===== config.mk =====
export PLATFORM = sky130hd
export DESIGN_NAME = rau_queue
export DESIGN_NICKNAME = d
export VERILOG_FILES = /design/src/sv/rational_arithmetic_unit_defines.svh /design/src/sv/rau_pkg.sv /design/src/sv/rau_queue.sv
export SDC_FILE = /design/constraint.sdc
export NUM_CORES = 1
export LEC_CHECK = 0
export BUFFER_PORTS_ARGS = -buffer_cell sky130_fd_sc_hd__buf_4
export CAP_MARGIN = 20
export CORE_MARGIN = 2
export CORE_UTILIZATION = 40
export CTS_CLUSTER_SIZE = 14
export DETAILED_ROUTE_END_ITERATION = 6
export PLACE_DENSITY_LB_ADDON = 0.12
export SYNTH_ARGS = -nofsm -noshare
export SYNTH_HDL_FRONTEND = slang
export SYNTH_SLANG_ARGS = --single-unit

===== constraint.sdc =====
create_clock -name clk -period 6.8 [get_ports clk]
set_clock_uncertainty 0.15 [all_clocks]
set_input_delay 0.68 -clock clk [delete_from_list [all_inputs] [get_ports clk]]
set_output_delay 0.68 -clock clk [all_outputs]
set_load 0.02 [all_outputs]

===== src/sv/rational_arithmetic_unit_defines.svh =====
// ----------------------------------------------------------------------------
// rational arithmetic unit assertion macros
// shared property wrappers for the block's concurrent checks
// ----------------------------------------------------------------------------
`ifndef RATIONAL_ARITHMETIC_UNIT_DEFINES_SVH
`define RATIONAL_ARITHMETIC_UNIT_DEFINES_SVH

// same-cycle implication
`define RAU_ASSERT_NOW(label, ante, cons, msg) \
  label: assert property (@(posedge clk) disable iff (!rst_n) (ante) |-> (cons)) \
    else $error(msg);

// next-cycle implication
`define RAU_ASSERT_NEXT(label, ante, cons, msg) \
  label: assert property (@(posedge clk) disable iff (!rst_n) (ante) |=> (cons)) \
    else $error(msg);

`endif


===== src/sv/rau_pkg.sv =====
// ----------------------------------------------------------------------------
// rau_pkg
// shared types and constants of the rational arithmetic unit
// ----------------------------------------------------------------------------
package rau_pkg;

  localparam int OPERAND_WIDTH_DEF = 32;
  localparam int QUEUE_DEPTH = 2;

  localparam logic [2:0] CMD_ADD  = 3'd0;
  localparam logic [2:0] CMD_SUB  = 3'd1;
  localparam logic [2:0] CMD_MUL  = 3'd2;
  localparam logic [2:0] CMD_DIV  = 3'd3;
  localparam logic [2:0] CMD_CMP  = 3'd4;
  localparam logic [2:0] CMD_NEG  = 3'd5;
  localparam logic [2:0] CMD_INV  = 3'd6;
  localparam logic [2:0] CMD_NORM = 3'd7;

  localparam logic [1:0] STAT_OK   = 2'd0;
  localparam logic [1:0] STAT_ZDEN = 2'd1;
  localparam logic [1:0] STAT_OVF  = 2'd2;

  localparam logic [1:0] CMPR_EQ = 2'd0;
  localparam logic [1:0] CMPR_GT = 2'd1;
  localparam logic [1:0] CMPR_LT = 2'd2;

  localparam logic [63:0] LIMIT_MAG = 64'h4000_0000_0000_0000;

  typedef enum logic [1:0] {
    KIND_ZDEN,
    KIND_CMP,
    KIND_RED
  } kind_t;

  typedef struct packed {
    logic [2:0]         cmd;
    logic signed [31:0] x_num;
    logic [30:0]        x_den;
    logic signed [31:0] y_num;
    logic [30:0]        y_den;
  } in_word_t;

  typedef struct packed {
    logic signed [63:0] res_num;
    logic [62:0]        res_den;
    logic [1:0]         cmp_out;
    logic [1:0]         status;
  } out_word_t;

  typedef struct packed {
    kind_t       kind;
    logic [1:0]  cmp;
    logic        neg;
    logic [63:0] mag;
    logic [62:0] den;
  } job_t;

  typedef struct packed {
    logic full;
    logic empty;
  } q_stat_t;

endpackage


===== src/sv/rau_queue.sv =====
// ----------------------------------------------------------------------------
// rau_queue
// short job queue between the front and back ends
// ----------------------------------------------------------------------------
module rau_queue import rau_pkg::*; (
  input  logic    clk,
  input  logic    rst_n,
  input  logic    push,
  input  job_t    wr_job,
  input  logic    pop,
  output job_t    rd_job,
  output q_stat_t stat
);

  localparam int AW = (QUEUE_DEPTH > 1) ? $clog2(QUEUE_DEPTH) : 1;

  job_t            mem [QUEUE_DEPTH];
  logic [AW-1:0]   wp_r, rp_r;
  logic [AW:0]     cnt_r;

  always_ff @(posedge clk) begin
    if (push) begin
      mem[wp_r] <= wr_job;
    end
  end

  always_ff @(posedge clk) begin
    if (!rst_n) begin
      wp_r  <= '0;
      rp_r  <= '0;
      cnt_r <= '0;
    end else begin
      if (push) begin
        wp_r <= (wp_r == AW'(QUEUE_DEPTH - 1)) ? '0 : wp_r + 1'b1;
      end
      if (pop) begin
        rp_r <= (rp_r == AW'(QUEUE_DEPTH - 1)) ? '0 : rp_r + 1'b1;
      end
      cnt_r <= cnt_r + (AW+1)'(push) - (AW+1)'(pop);
    end
  end

  assign rd_job     = mem[rp_r];
  assign stat.full  = (cnt_r == (AW+1)'(QUEUE_DEPTH));
  assign stat.empty = (cnt_r == '0);

endmodule


Word level (Yosys, flattened, before mapping)
Memories as Yosys holds them, arrays and structs flattened. A register that Yosys moved wholly into a read port is not among the register bits.
Cells that the tools add are included.
{ "op_classes": {"n_reduce_logical": 1, "n_mux": 6, "add_sub_neg": 4, "eq_ne": 1} }
{ "ops": {"columns": ["op", "n"], "rows": [
  ["2-to-1 mux 1 bit", 6],
  ["adder 1 bit (second input constant)", 2],
  ["adder 2 x 1 -> 2 bit", 1],
  ["== test 2 bit (second input constant)", 1],
  ["zero test 2 bit", 1],
  ["subtractor 2 x 1 -> 2 bit", 1]
]} }
{ "word_totals": {"inputBits": 136, "word_cells": 16, "ramBits": 264, "ff_bits": 4, "n_memories": 1, "output_inout_bits": 134} }
{ "memory_table": {"columns": ["memory", "words", "width", "rd", "rd_clocked_by_memory_dff", "write_ports", "line_no", "source"], "rows": [
  ["mem", 2, 132, 1, 1, 1, "rau_queue.sv:17", "job_t mem [QUEUE_DEPTH];"]
]} }

Longest topological paths before layout
{ "depth": {"ltp_word": 4, "mapped_depth": 6, "depth_no_buf": 6} }

Least setup slack after synthesis
No wires, ideal clock.
{ "synth_timing": {"path_kind": "input-to-reg", "start": "input push", "end": "memory mem[0][0] (netlist bit), enable pin", "setup_time_ns": 0.641, "arrival_ns": 6.430, "t_required_ns": 6.009, "path_stages": 1, "slack_ns": -0.421, "n_path_buf": 0, "path_cell_list": "nor2b_1"} }
{ "synth_between": {"elab_chain_cells": 2} }
{ "synth_lines": {"columns": ["item", "line_no", "source"], "rows": [
  ["from (decl)", "rau_queue.sv:8", "input logic push,"],
  ["2-to-1 mux 1 bit", "rau_queue.sv:22", "if (push) begin"],
  ["2-to-1 mux 1 bit (implied by the code)", "rau_queue.sv:23", "mem[wp_r] <= wr_job;"],
  ["to (decl)", "rau_queue.sv:17", null]
]} }
No other way between the ends.

==> impl_results.md <==
- Metal3 WL: 1761 µm
- Routed vias: 4970
- Setup ws final: 3331 ps
- Type of origin of the critical path: flop
- Max-slew violations: 0
- Met2 routed WL: 9750 µm
- Post-Place Cells: 1021
- Max cap viols: 0
- Top-area cell type share of the netlist area: 78.64%
- Leak Pwr: 5.192 nW
- H-tree depth: 1
- Distinct cells, synth: 15
- Largest net degree at the start of global routing: 81
- Setup Viol. Count Final: 0
- Final HPWL from detailed placement: 12730 µm
- # IOs: 270
- Setup TNS: 0 ps
- Cts hold-fix bufs: 0
- Hold Crit Class: in2reg
- Placer congestion estimate: 0.7038
- Synthesized Nets: 570
- Final cell count without fillers: 1075
- Simple-gate portion of the synthesized area: 0.5337%
- Post-place setup slack: 3709 ps
- Global-route wire length before repair: 28260 µm
- Maximum operating frequency: 288.3 MHz
- Core ar.: 24960 µm²
- Final worst path period share: 51.01%
- Syn Std Cell Area: 10080 µm²
- Routed WL per cell: 17.97 µm
- Crit. End Element: primary output
- Share of synthesized registers carrying an async set or reset: 0%
- Count of buffers from port buffering: 269
- Area added between synthesis and finish: 33.18%
- Pwr/cell area: 302.5 nW/µm²
- Status: completed
- Effective utilization at floorplan: 40.38%
- CTS buffer count: 29
- Number of global-route vias before repair: 5259
- Top post-synthesis cells by area: edfxtp_1, mux2_4, mux2_2
- Register area share after synthesis: 79.63%
- Root buffer cell: clkbuf_16
- Core Rows: 58
- FILL cells: 1974
- Most frequent cells after synthesis: edfxtp_1, mux2_4, mux2_2
- Fin nets: 861
- Clock Path Buffers: 3
- Pre-antenna DRT Iters: 4
- Worst-path fanout max: 50
- Final Hold Fails: 0
- Hold path cells: 1
- Total GRT Usage: 13.88%
- Post-Route WL: 19320 µm
- RSZ-0062 raised after global routing: false
- Top-count cell post-synth: edfxtp_1
- Flop2flop setup slack: 4140 ps
- Main combinational cell family by area after synthesis: multiplexers
- Crit path time final: 3469 ps
- CTS tree: done
- Num Clock Sinks: 269
- Worst-Skew Late Latency: 520 ps
- Clk pin slew, worst setup/hold paths: 60 ps
- FF-to-FF path depth: 2
- DIE WIDTH: 162.8 µm
- Compound-cell area share of the yosys netlist: 0.07447%
- Cts repair resizes: 0
- Initial DRC count: 235
- Synthesis-stage register bit count: 269
- Worst Path Class, Setup: reg2out
- Top sig layer: met5
- Top cell type by total area after synthesis: edfxtp_1
- Initial antenna violation count: 2
- Max rail drop VDD: 224.3 µV
- Post-synthesis mux area share: 17.72%
- Vias/cell: 4.623
- Die footprint: 26490 µm²
- Share of cells above drive strength 1: 60.81%
- Diodes inserted: 0
- Mean Syn Cell Area: 23.34 µm²
- Actual slew at the worst max-slew pin: 1060 ps
- Post-CTS Setup Inserts: 0
- Post-synth top flop: edfxtp_1
- Crit path DAT: 2640 ps
- DR DRC count: 0
- Synth Instances: 432
- Post-synthesis adder-cell area fraction: 0.2482%
- Post-DRT Antenna Nets: 0
- Worst rel slew slack: 29.32%
- Xor and xnor area share after synthesis: 0.3103%
- Worst Path Required: 5970 ps
- Die Y: 162.8 µm
- Post-synth EDFFs: 264
- M1 wire length: 7304 µm
- Yosys warns: 0
- Total gr overflow: 0
[cells by family after synthesis]
group | after synthesis
AOI/OAI and AO/OA | 1
xor gates and xnor gates | 2
adders and majority gates | 2
buffers and inverters | 17
DFF | 269
muxes | 132
and+or+nand+nor | 9
[metal layers]
metal  vias to the layer above  GRT usage [%]
li1                       2294              -
met1                      2439          16.72
met2                       191          23.56
met3                        42          4.711
met4                         4          4.465
met5                         -              0
[layout make-up]
cell class              count  area [µm²]  share of cell area (%)
clock buffers              42       814.5                   6.067
repair buffers            275        2085                   15.53
multi-input cells         146        1914                   14.26
inverters                   2       7.507                 0.05592
well taps                 330       412.9                   3.075
clock inverters            11       160.2                   1.193
flip-flops and latches    269        8031                   59.82
[where the power goes]
part | switching [mW] | internal [mW]
clock | 0.592 | 0.979
combinational | 0.266 | 0.277
sequential | 0.0286 | 1.92
total | 0.886 | 3.17
[sequential cells by signal (all words and copies together) (netlist names), named ones only]
register,count
mem,264
rp_r,1
wp_r,1
cnt_r,2
[worst paths after layout]
| check | from | to |
|---|---|---|
| worst max-delay path | flop | rd_job[21] |
| worst min-delay path | wr_job[43] | mem[1][43] |
| worst max register to register | wp_r | mem[1][128] |
| worst min register to register | rp_r | flop |
[through the flow]
stage	util, %	hold slack, ps	area (µm²)	power [mW]
CTS	53.67	156.1	13400	4.113
floorplan	-	404.6	10080	2.303
global placement	49.76	409.1	12420	2.521
detailed placement	49.76	424.0	12420	2.533
global route	53.78	162.2	13430	4.216
finish	53.78	185.2	13430	4.061
[cell usage in the layout (no fill, tap or decap), drive strengths merged]
cell      count
bufinv        4
edfxtp      264
nor2b         4
clkinv        6
clkinvlp      1
buf         275
xor2          1
and2          4
dfxtp         5
o21a          1
mux2        132
inv           2
nor2          1
clkbuf       42
ha            2
xnor3         1
[critical path, cell delays in order (launching register included)]
cell and delay, ps:
dfxtp_4 690, buf_4 820, mux2_2 420, buf_4 160
(Power assumes the default switching activity.)
