## config.mk

```make
export PLATFORM = sky130hd
export DESIGN_NAME = rau_back
export DESIGN_NICKNAME = d
export VERILOG_FILES = /design/src/sv/rational_arithmetic_unit_defines.svh /design/src/sv/rau_pkg.sv /design/src/sv/rau_back.sv
export SDC_FILE = /design/constraint.sdc
export NUM_CORES = 2
export LEC_CHECK = 0
export BUFFER_PORTS_ARGS = -buffer_cell sky130_fd_sc_hd__buf_2
export CAP_MARGIN = 20
export CORE_MARGIN = 1.5
export CORE_UTILIZATION = 25
export CTS_CLUSTER_DIAMETER = 100
export CTS_CLUSTER_SIZE = 25
export DETAILED_ROUTE_END_ITERATION = 7
export GPL_TIMING_DRIVEN = 0
export PLACE_DENSITY_LB_ADDON = 0.12
export SYNTH_ARGS = -nofsm -noshare
export SYNTH_HDL_FRONTEND = slang
export SYNTH_SLANG_ARGS = --single-unit
export TNS_END_PERCENT = 10
```

## constraint.sdc

```tcl
create_clock -name clk -period 13 [get_ports clk]
set_clock_uncertainty 0.1 [all_clocks]
set_input_delay 1.3 -clock clk [delete_from_list [all_inputs] [get_ports clk]]
set_output_delay 1.3 -clock clk [all_outputs]
set_load 0.1 [all_outputs]
```

## src/sv/rational_arithmetic_unit_defines.svh

```systemverilog
// ----------------------------------------------------------------------------
// rational arithmetic unit assertion macros
// shared property wrappers for the block's concurrent checks
// ----------------------------------------------------------------------------
`ifndef RATIONAL_ARITHMETIC_UNIT_DEFINES_SVH
`define RATIONAL_ARITHMETIC_UNIT_DEFINES_SVH

// same-cycle implication
`define RAU_ASSERT_NOW(label, ante, cons, msg) \
  label: assert property (@(posedge clk) disable iff (!rst_n) (ante) |-> (cons)) \
    else $error(msg);

// next-cycle implication
`define RAU_ASSERT_NEXT(label, ante, cons, msg) \
  label: assert property (@(posedge clk) disable iff (!rst_n) (ante) |=> (cons)) \
    else $error(msg);

`endif

```

## src/sv/rau_pkg.sv

```systemverilog
// ----------------------------------------------------------------------------
// rau_pkg
// shared types and constants of the rational arithmetic unit
// ----------------------------------------------------------------------------
package rau_pkg;

  localparam int OPERAND_WIDTH_DEF = 32;
  localparam int QUEUE_DEPTH = 2;

  localparam logic [2:0] CMD_ADD  = 3'd0;
  localparam logic [2:0] CMD_SUB  = 3'd1;
  localparam logic [2:0] CMD_MUL  = 3'd2;
  localparam logic [2:0] CMD_DIV  = 3'd3;
  localparam logic [2:0] CMD_CMP  = 3'd4;
  localparam logic [2:0] CMD_NEG  = 3'd5;
  localparam logic [2:0] CMD_INV  = 3'd6;
  localparam logic [2:0] CMD_NORM = 3'd7;

  localparam logic [1:0] STAT_OK   = 2'd0;
  localparam logic [1:0] STAT_ZDEN = 2'd1;
  localparam logic [1:0] STAT_OVF  = 2'd2;

  localparam logic [1:0] CMPR_EQ = 2'd0;
  localparam logic [1:0] CMPR_GT = 2'd1;
  localparam logic [1:0] CMPR_LT = 2'd2;

  localparam logic [63:0] LIMIT_MAG = 64'h4000_0000_0000_0000;

  typedef enum logic [1:0] {
    KIND_ZDEN,
    KIND_CMP,
    KIND_RED
  } kind_t;

  typedef struct packed {
    logic [2:0]         cmd;
    logic signed [31:0] x_num;
    logic [30:0]        x_den;
    logic signed [31:0] y_num;
    logic [30:0]        y_den;
  } in_word_t;

  typedef struct packed {
    logic signed [63:0] res_num;
    logic [62:0]        res_den;
    logic [1:0]         cmp_out;
    logic [1:0]         status;
  } out_word_t;

  typedef struct packed {
    kind_t       kind;
    logic [1:0]  cmp;
    logic        neg;
    logic [63:0] mag;
    logic [62:0] den;
  } job_t;

  typedef struct packed {
    logic full;
    logic empty;
  } q_stat_t;

endpackage

```

## src/sv/rau_back.sv

```systemverilog
// ----------------------------------------------------------------------------
// rau_back
// binary gcd, exact division of both parts and result formatting
// ----------------------------------------------------------------------------
module rau_back import rau_pkg::*; (
  input  logic      clk,
  input  logic      rst_n,
  input  q_stat_t   q_stat,
  input  job_t      job,
  output logic      pop,
  output logic      out_valid,
  output out_word_t out_word
);

  typedef enum logic [3:0] {
    S_IDLE = 4'b0001,
    S_GCD  = 4'b0010,
    S_DIV  = 4'b0100,
    S_EMIT = 4'b1000
  } state_t;

  state_t      state_r, state_nxt;
  logic [63:0] a_r, b_r, g_r, nq_r, dq_r;
  logic [64:0] nr_r, dr_r;
  logic [6:0]  k_r;
  logic [5:0]  cnt_r;
  logic        neg_r;
  logic [64:0] nr_sh, dr_sh;
  logic        n_ge, d_ge;

  always_comb begin
    state_nxt = state_r;
    unique case (state_r)
      S_IDLE: begin
        if (!q_stat.empty && job.kind == KIND_RED && job.mag != '0) begin
          state_nxt = S_GCD;
        end
      end
      S_GCD: begin
        if (a_r == '0 || b_r == '0) begin
          state_nxt = S_DIV;
        end
      end
      S_DIV: begin
        if (cnt_r == '1) begin
          state_nxt = S_EMIT;
        end
      end
      S_EMIT: state_nxt = S_IDLE;
      default: state_nxt = S_IDLE;
    endcase
  end

  assign pop   = (state_r == S_IDLE) && !q_stat.empty;
  assign nr_sh = {nr_r[63:0], nq_r[63]};
  assign dr_sh = {dr_r[63:0], dq_r[63]};
  assign n_ge  = nr_sh >= {1'b0, g_r};
  assign d_ge  = dr_sh >= {1'b0, g_r};

  always_ff @(posedge clk) begin
    if (!rst_n) begin
      state_r   <= S_IDLE;
      out_valid <= 1'b0;
    end else begin
      state_r   <= state_nxt;
      out_valid <= (pop && !(job.kind == KIND_RED && job.mag != '0)) || (state_r == S_EMIT);
    end
  end

  always_ff @(posedge clk) begin
    unique case (state_r)
      S_IDLE: begin
        a_r   <= job.mag;
        b_r   <= {1'b0, job.den};
        nq_r  <= job.mag;
        dq_r  <= {1'b0, job.den};
        neg_r <= job.neg;
        k_r   <= '0;
        out_word.res_num <= '0;
        out_word.res_den <= 63'd1;
        out_word.cmp_out <= (job.kind == KIND_CMP) ? job.cmp : CMPR_EQ;
        out_word.status  <= (job.kind == KIND_ZDEN) ? STAT_ZDEN : STAT_OK;
      end
      S_GCD: begin
        nr_r  <= '0;
        dr_r  <= '0;
        cnt_r <= '0;
        g_r   <= (a_r | b_r) << k_r;
        priority if (a_r == '0 || b_r == '0) begin
          a_r <= a_r;
        end else if (!a_r[0] && !b_r[0]) begin
          a_r <= a_r >> 1;
          b_r <= b_r >> 1;
          k_r <= k_r + 7'd1;
        end else if (!a_r[0]) begin
          a_r <= a_r >> 1;
        end else if (!b_r[0]) begin
          b_r <= b_r >> 1;
        end else if (a_r >= b_r) begin
          a_r <= a_r - b_r;
        end else begin
          b_r <= b_r - a_r;
        end
      end
      S_DIV: begin
        cnt_r <= cnt_r + 6'd1;
        nr_r  <= n_ge ? nr_sh - {1'b0, g_r} : nr_sh;
        dr_r  <= d_ge ? dr_sh - {1'b0, g_r} : dr_sh;
        nq_r  <= {nq_r[62:0], n_ge};
        dq_r  <= {dq_r[62:0], d_ge};
      end
      S_EMIT: begin
        if (nq_r > LIMIT_MAG) begin
          out_word.res_num <= '0;
          out_word.res_den <= 63'd1;
          out_word.status  <= STAT_OVF;
        end else begin
          out_word.res_num <= neg_r ? -$signed(nq_r) : $signed(nq_r);
          out_word.res_den <= dq_r[62:0];
          out_word.status  <= STAT_OK;
        end
        out_word.cmp_out <= CMPR_EQ;
      end
      default: ;
    endcase
  end

endmodule
```

## Word-level counts from Yosys, hierarchy flattened

Cells that the tools add are included.

- Register bits: 598
- Input port bits: 136
- Output and inout port bits: 133
- Word-level logic and storage cells: 105

- Add/subtract/negate cells: 7
- Order comparisons: 4
- Eq/ne operators: 16
- Shift-type cells: 1
- Muxes and demuxes: 32
- Bitwise gates (word level): 1
- Reduce and logical (&&, ||, !) cells: 26

Operators by type and width:

| kind | count |
|---|---|
| $mux 64 | 13 |
| $pmux 64 s2 | 6 |
| $pmux 131 s2 | 1 |
| $sub 64x64->64 | 4 |
| $ge 65x64->1 | 2 |
| $logic_not 64->1 | 2 |
| $mux 127 | 1 |
| $ge 64x64->1 | 1 |
| $gt 64x63->1 const B | 1 |
| $neg 64->64 | 1 |
| $or 64x64->64 | 1 |
| $reduce_bool 64->1 | 1 |
| $shl 64x7->64 | 1 |
| $mux 7 | 2 |
| $pmux 7 s2 | 1 |
| $mux 4 | 3 |
| $ne 4x4->1 const B | 3 |
| $pmux 4 s3 | 1 |
| $pmux 6 s2 | 1 |
| $ne 2x2->1 const B | 5 |
| $reduce_and 3->1 | 3 |
| $reduce_and 4->1 | 2 |
| $reduce_bool 2->1 | 4 |
| $add 7x1->7 const B | 1 |
| 16 further kinds | 26 |

## Longest topological paths before layout

- Depth in word-level cells: 7
- Mapped depth: 16

## Worst setup path after synthesis

Ideal clock, no wire load.

- Kind: reg2reg
- Start point: register a_r[0]
- End point: register b_r[10], enable pin
- Setup time: 425 ps
- Arrival time: 4457 ps
- Required time: 12475 ps
- Slack: 8018 ps
- Stages on the path, launching flop included: 16
- Clock period less this slack: 4982 ps
- Cell sequence: edfxtp_1 > inv_1 > ha_1 > inv_1 > fa_1 > nor2b_1 > o211ai_1 > a32oi_1 > a311oi_1 > a21oi_1 > a211oi_1 > o21ai_1 > clkbuf_1 > buf_1 > a21oi_1 > o21a_1

- Cells in the longest elaborated chain, start to end: 4

RTL lines:

| item | RTL line | RTL |
|---|---|---|
| start: declaration | rau_back.sv:23 | `logic [63:0] a_r, b_r, g_r, nq_r, dq_r;` |
| start signal: assignment | rau_back.sv:73 | `a_r <= job.mag;` |
| start signal: assignment | rau_back.sv:90 | `a_r <= a_r;` |
| start signal: assignment | rau_back.sv:92 | `a_r <= a_r >> 1;` |
| parallel branches: the longest is 3 deep, another holds $ge 64x64->1 | -- |  |
| $reduce_and 4->1 (no source line) (*) | -- |  |
| end signal: assignment | rau_back.sv:93 | `b_r <= b_r >> 1;` |
| end signal: assignment | rau_back.sv:98 | `b_r <= b_r >> 1;` |
| end signal: assignment | rau_back.sv:102 | `b_r <= b_r - a_r;` |
| end: declaration | rau_back.sv:23 |  |

Every way passes the cells marked *.
A chain may end at the register's enable or synchronous reset.

## Final worst setup path

- Start point: register b_r[26]
- End point: register b_r[26], enable pin

- Cells in the longest elaborated chain, start to end: 4

RTL lines:

| item | RTL line | RTL |
|---|---|---|
| start signal: assignment | rau_back.sv:74 | `b_r <= {1'b0, job.den};` |
| start signal: assignment | rau_back.sv:93 |  |
| start signal: assignment | rau_back.sv:98 |  |
| parallel branches: the longest is 3 deep, another holds $ge 64x64->1 | -- |  |
| $reduce_and 4->1 (no source line) (*) | -- |  |

Marks and branches as above.

==> out/metrics.cfg <==
[placement]
hpwl_um = 175000
portBuffers = 267
gp_congestion = 0.954
placed_area_um2 = 51800

[sta]
max_freq_ghz = 0.163
finalMaxSlewViolations = 0
setup_viol = 0
rsz0062_at_grt = false
worst_pin_slew_ns = 1.34
slew_headroom_pct = 9.75
hold_viol = 0
finalCritPeriodShare_pct = 47.1
tns_ns = 0
holdWs_ns = 0.441
period_needed_ns = 6.12

[drt]
via_count = 42141
drt_iter0_drc = 3383
wl_per_cell_um = 26.1
route.detailed.drc = 0
ant_nets = 0
avgViaCountPerCell = 5.16
dr.pass1.iters = 6
routed_wl_um = 213000

[worst_setup_path]
path_max_fanout = 36
critPathKind = flop to flop
start_kind = flop
cp.arrival_ns = 6.46
worstPathRequired_ns = 13.34
endpoint_kind = flop

[synthesis]
synth_cells = 5306
synth_cell_types = 86
synth_async_sr_flop_share_pct = 0
yosysTopAreaCell = edfxtp_1
ys_seq_elements = 598
syn_avg_cell_area_um2 = 8.83
yosysWarnings = 0
ys.flop_type = edfxtp_1
netlist_area_um2 = 46800
ys_seq_area_share_pct = 38.2
syn_nets = 5770
synth_edf_count = 593
yosysTopAreaCellShare_pct = 38.0
synthTopCellsByArea = edfxtp_1 38%, ha_1 8.7%, nand2_1 5.9%

[die]
die_h_um = 436
die_w_um = 436
row_count = 158
io_pins = 269
die_area_um2 = 190000
core_area_um2 = 186000
start_util_pct = 25.2

[status]
status = finished clean

[final_layout]
final_area_um2 = 53300
nNetsFinal = 6112
layout_commonest_cell = nand2_1
fill_cells = 20150
area_growth_pct = 13.8
drive_gt1_share_pct = 9.29
utilization_pct = 28.7
final_cell_mix = 733 x nand2_1, 612 x nor2_1, 593 x edfxtp_1

[power]
power_density_nw_per_um2 = 280
p_seq_share_pct = 24.0
finalPower_mw = 14.9
power.internal_mw = 6.46
p_clk_share_pct = 10.5
switching_share_pct = 56.7
p_switching_mw = 8.45
max-vdd-ir-drop_v = 0.000133
power_frac_comb_pct = 65.5
p_leak_nw = 21.3

[global_routing]
grt_max_degree = 66
overflow = 0
grtUsageTotal_pct = 21.7
antenna_found_initial = 13
grt_pass1_wl_um = 304000
grt_pass1_vias = 42105

[clock_tree]
clockBufferDepth = 3
cts_resized = 0
holdBufCountCts = 0
numClockSinks = 598
root_buffer = clkbuf_16
clk_pin_slew_ns = 0.11
insertion_delay_ns = 0.71
cts_max_level = 2
cts_setup_buffers = 0
cts_buffers = 41
cts_tree = done

[min_path]
hold_path.class = flop to flop

[job]
maxCapViolations = 0

[flip-flops by register name, summed over array words and instances, names as in the netlist]
name / count
nr_r: 64
k_r: 7
out_word: 131
dr_r: 64
g_r: 64
neg_r: 1
nq_r: 64
state_r: 4
dq_r: 64
cnt_r: 6
out_valid: 1
b_r: 64
a_r: 64
[Yosys cell counts (80+ instances only)]
cell	n
xnor2_1	191
ha_1	324
and3_1	80
a21oi_1	419
nand2_1	736
inv_1	314
mux2i_1	133
xor2_1	114
nand4_1	80
o21ai_0	267
a21o_1	83
nor3_1	80
edfxtp_1	593
nor4_1	95
nor2_1	612
a221oi_1	98
clkbuf_1	261
[cell type report]
| type | count | area [µm²] | area share (%) |
|---|---|---|---|
| Tap cell | 2480 | 3100 | 5.82 |
| Timing Repair Buffer | 299 | 1800 | 3.39 |
| Inverter | 324 | 1220 | 2.28 |
| Clock buffer | 42 | 1030 | 1.93 |
| Buffer | 310 | 1260 | 2.37 |
| Clock inverter | 27 | 427 | 0.801 |
| Sequential cell | 598 | 17900 | 33.6 |
| Antenna cell | 5 | 12.5 | 0.0235 |
| Multi-Input combinational cell | 4074 | 26500 | 49.8 |
[worst paths after layout]
path	from	end	slack, ns	cells after the start
max	b_r[26]	b_r[26]	6.88	15
min	dq_r[52]	dq_r[53]	0.44	2
max reg2reg	b_r[26]	b_r[26]	6.88	15
min reg2reg	dq_r[52]	dq_r[53]	0.44	2
[worst max-delay path, stage by stage, from the launching register on]
cell	delay (ns)
edfxtp_1	0.72
inv_1	0.14
ha_1	0.30
clkbuf_1	0.23
nor4_1	0.91
nand2_1	0.27
nor2_1	0.24
nand3_1	0.13
a21oi_1	0.16
a211oi_1	0.11
o21ai_1	0.27
clkbuf_1	0.46
buf_1	0.93
a21oi_1	0.18
o21a_4	0.40
buf_12	0.26
[cell families (layout without fill, tap and decap cells)]
group                    after synthesis  count (layout)  synth area share (%)
AND/OR/NAND/NOR                     1936            1936                  18.7
AO/OA/AOI/OAI                       1309            1309                  17.7
adder cells (fa/ha/maj)              328             328                  8.83
flip-flops                           598             598                  38.2
XOR/XNOR                             305             305                  5.70
multiplexers                         196             196                  5.56
buffers and inverters                634            1002                  5.27
other                                  0               5                     0
[power groups by stage]
stage	Sequential [mW]	Combinational, mW	Clock (mW)
floorplan	4.55	5.40	0
global placement	3.80	9.57	0
detailed placement	3.62	9.62	0
CTS	3.58	9.67	1.63
global route	3.64	10.4	1.67
finish	3.58	9.76	1.56
[metal layers]
metal  GRT usage (%)  up-vias  share of wire [%]  wire, µm
met5               0        -              0.030        63
li1                -    19848                  -         -
met4            9.41       10                4.7     10100
met2            38.0     1140                 49    105000
met1            27.1    20872                 42     89900
met3            2.11      271                3.8      8130
[through the flow]
stage | std cells | setup slack [ns]
floorplan | 5306 | 8.02
global route | 8155 | 6.55
detailed placement | 8084 | 7.14
finish | 8159 | 6.88
CTS | 8153 | 6.99
global placement | 8053 | 4.85
No activity file was read; power rests on OpenSTA's default activity.
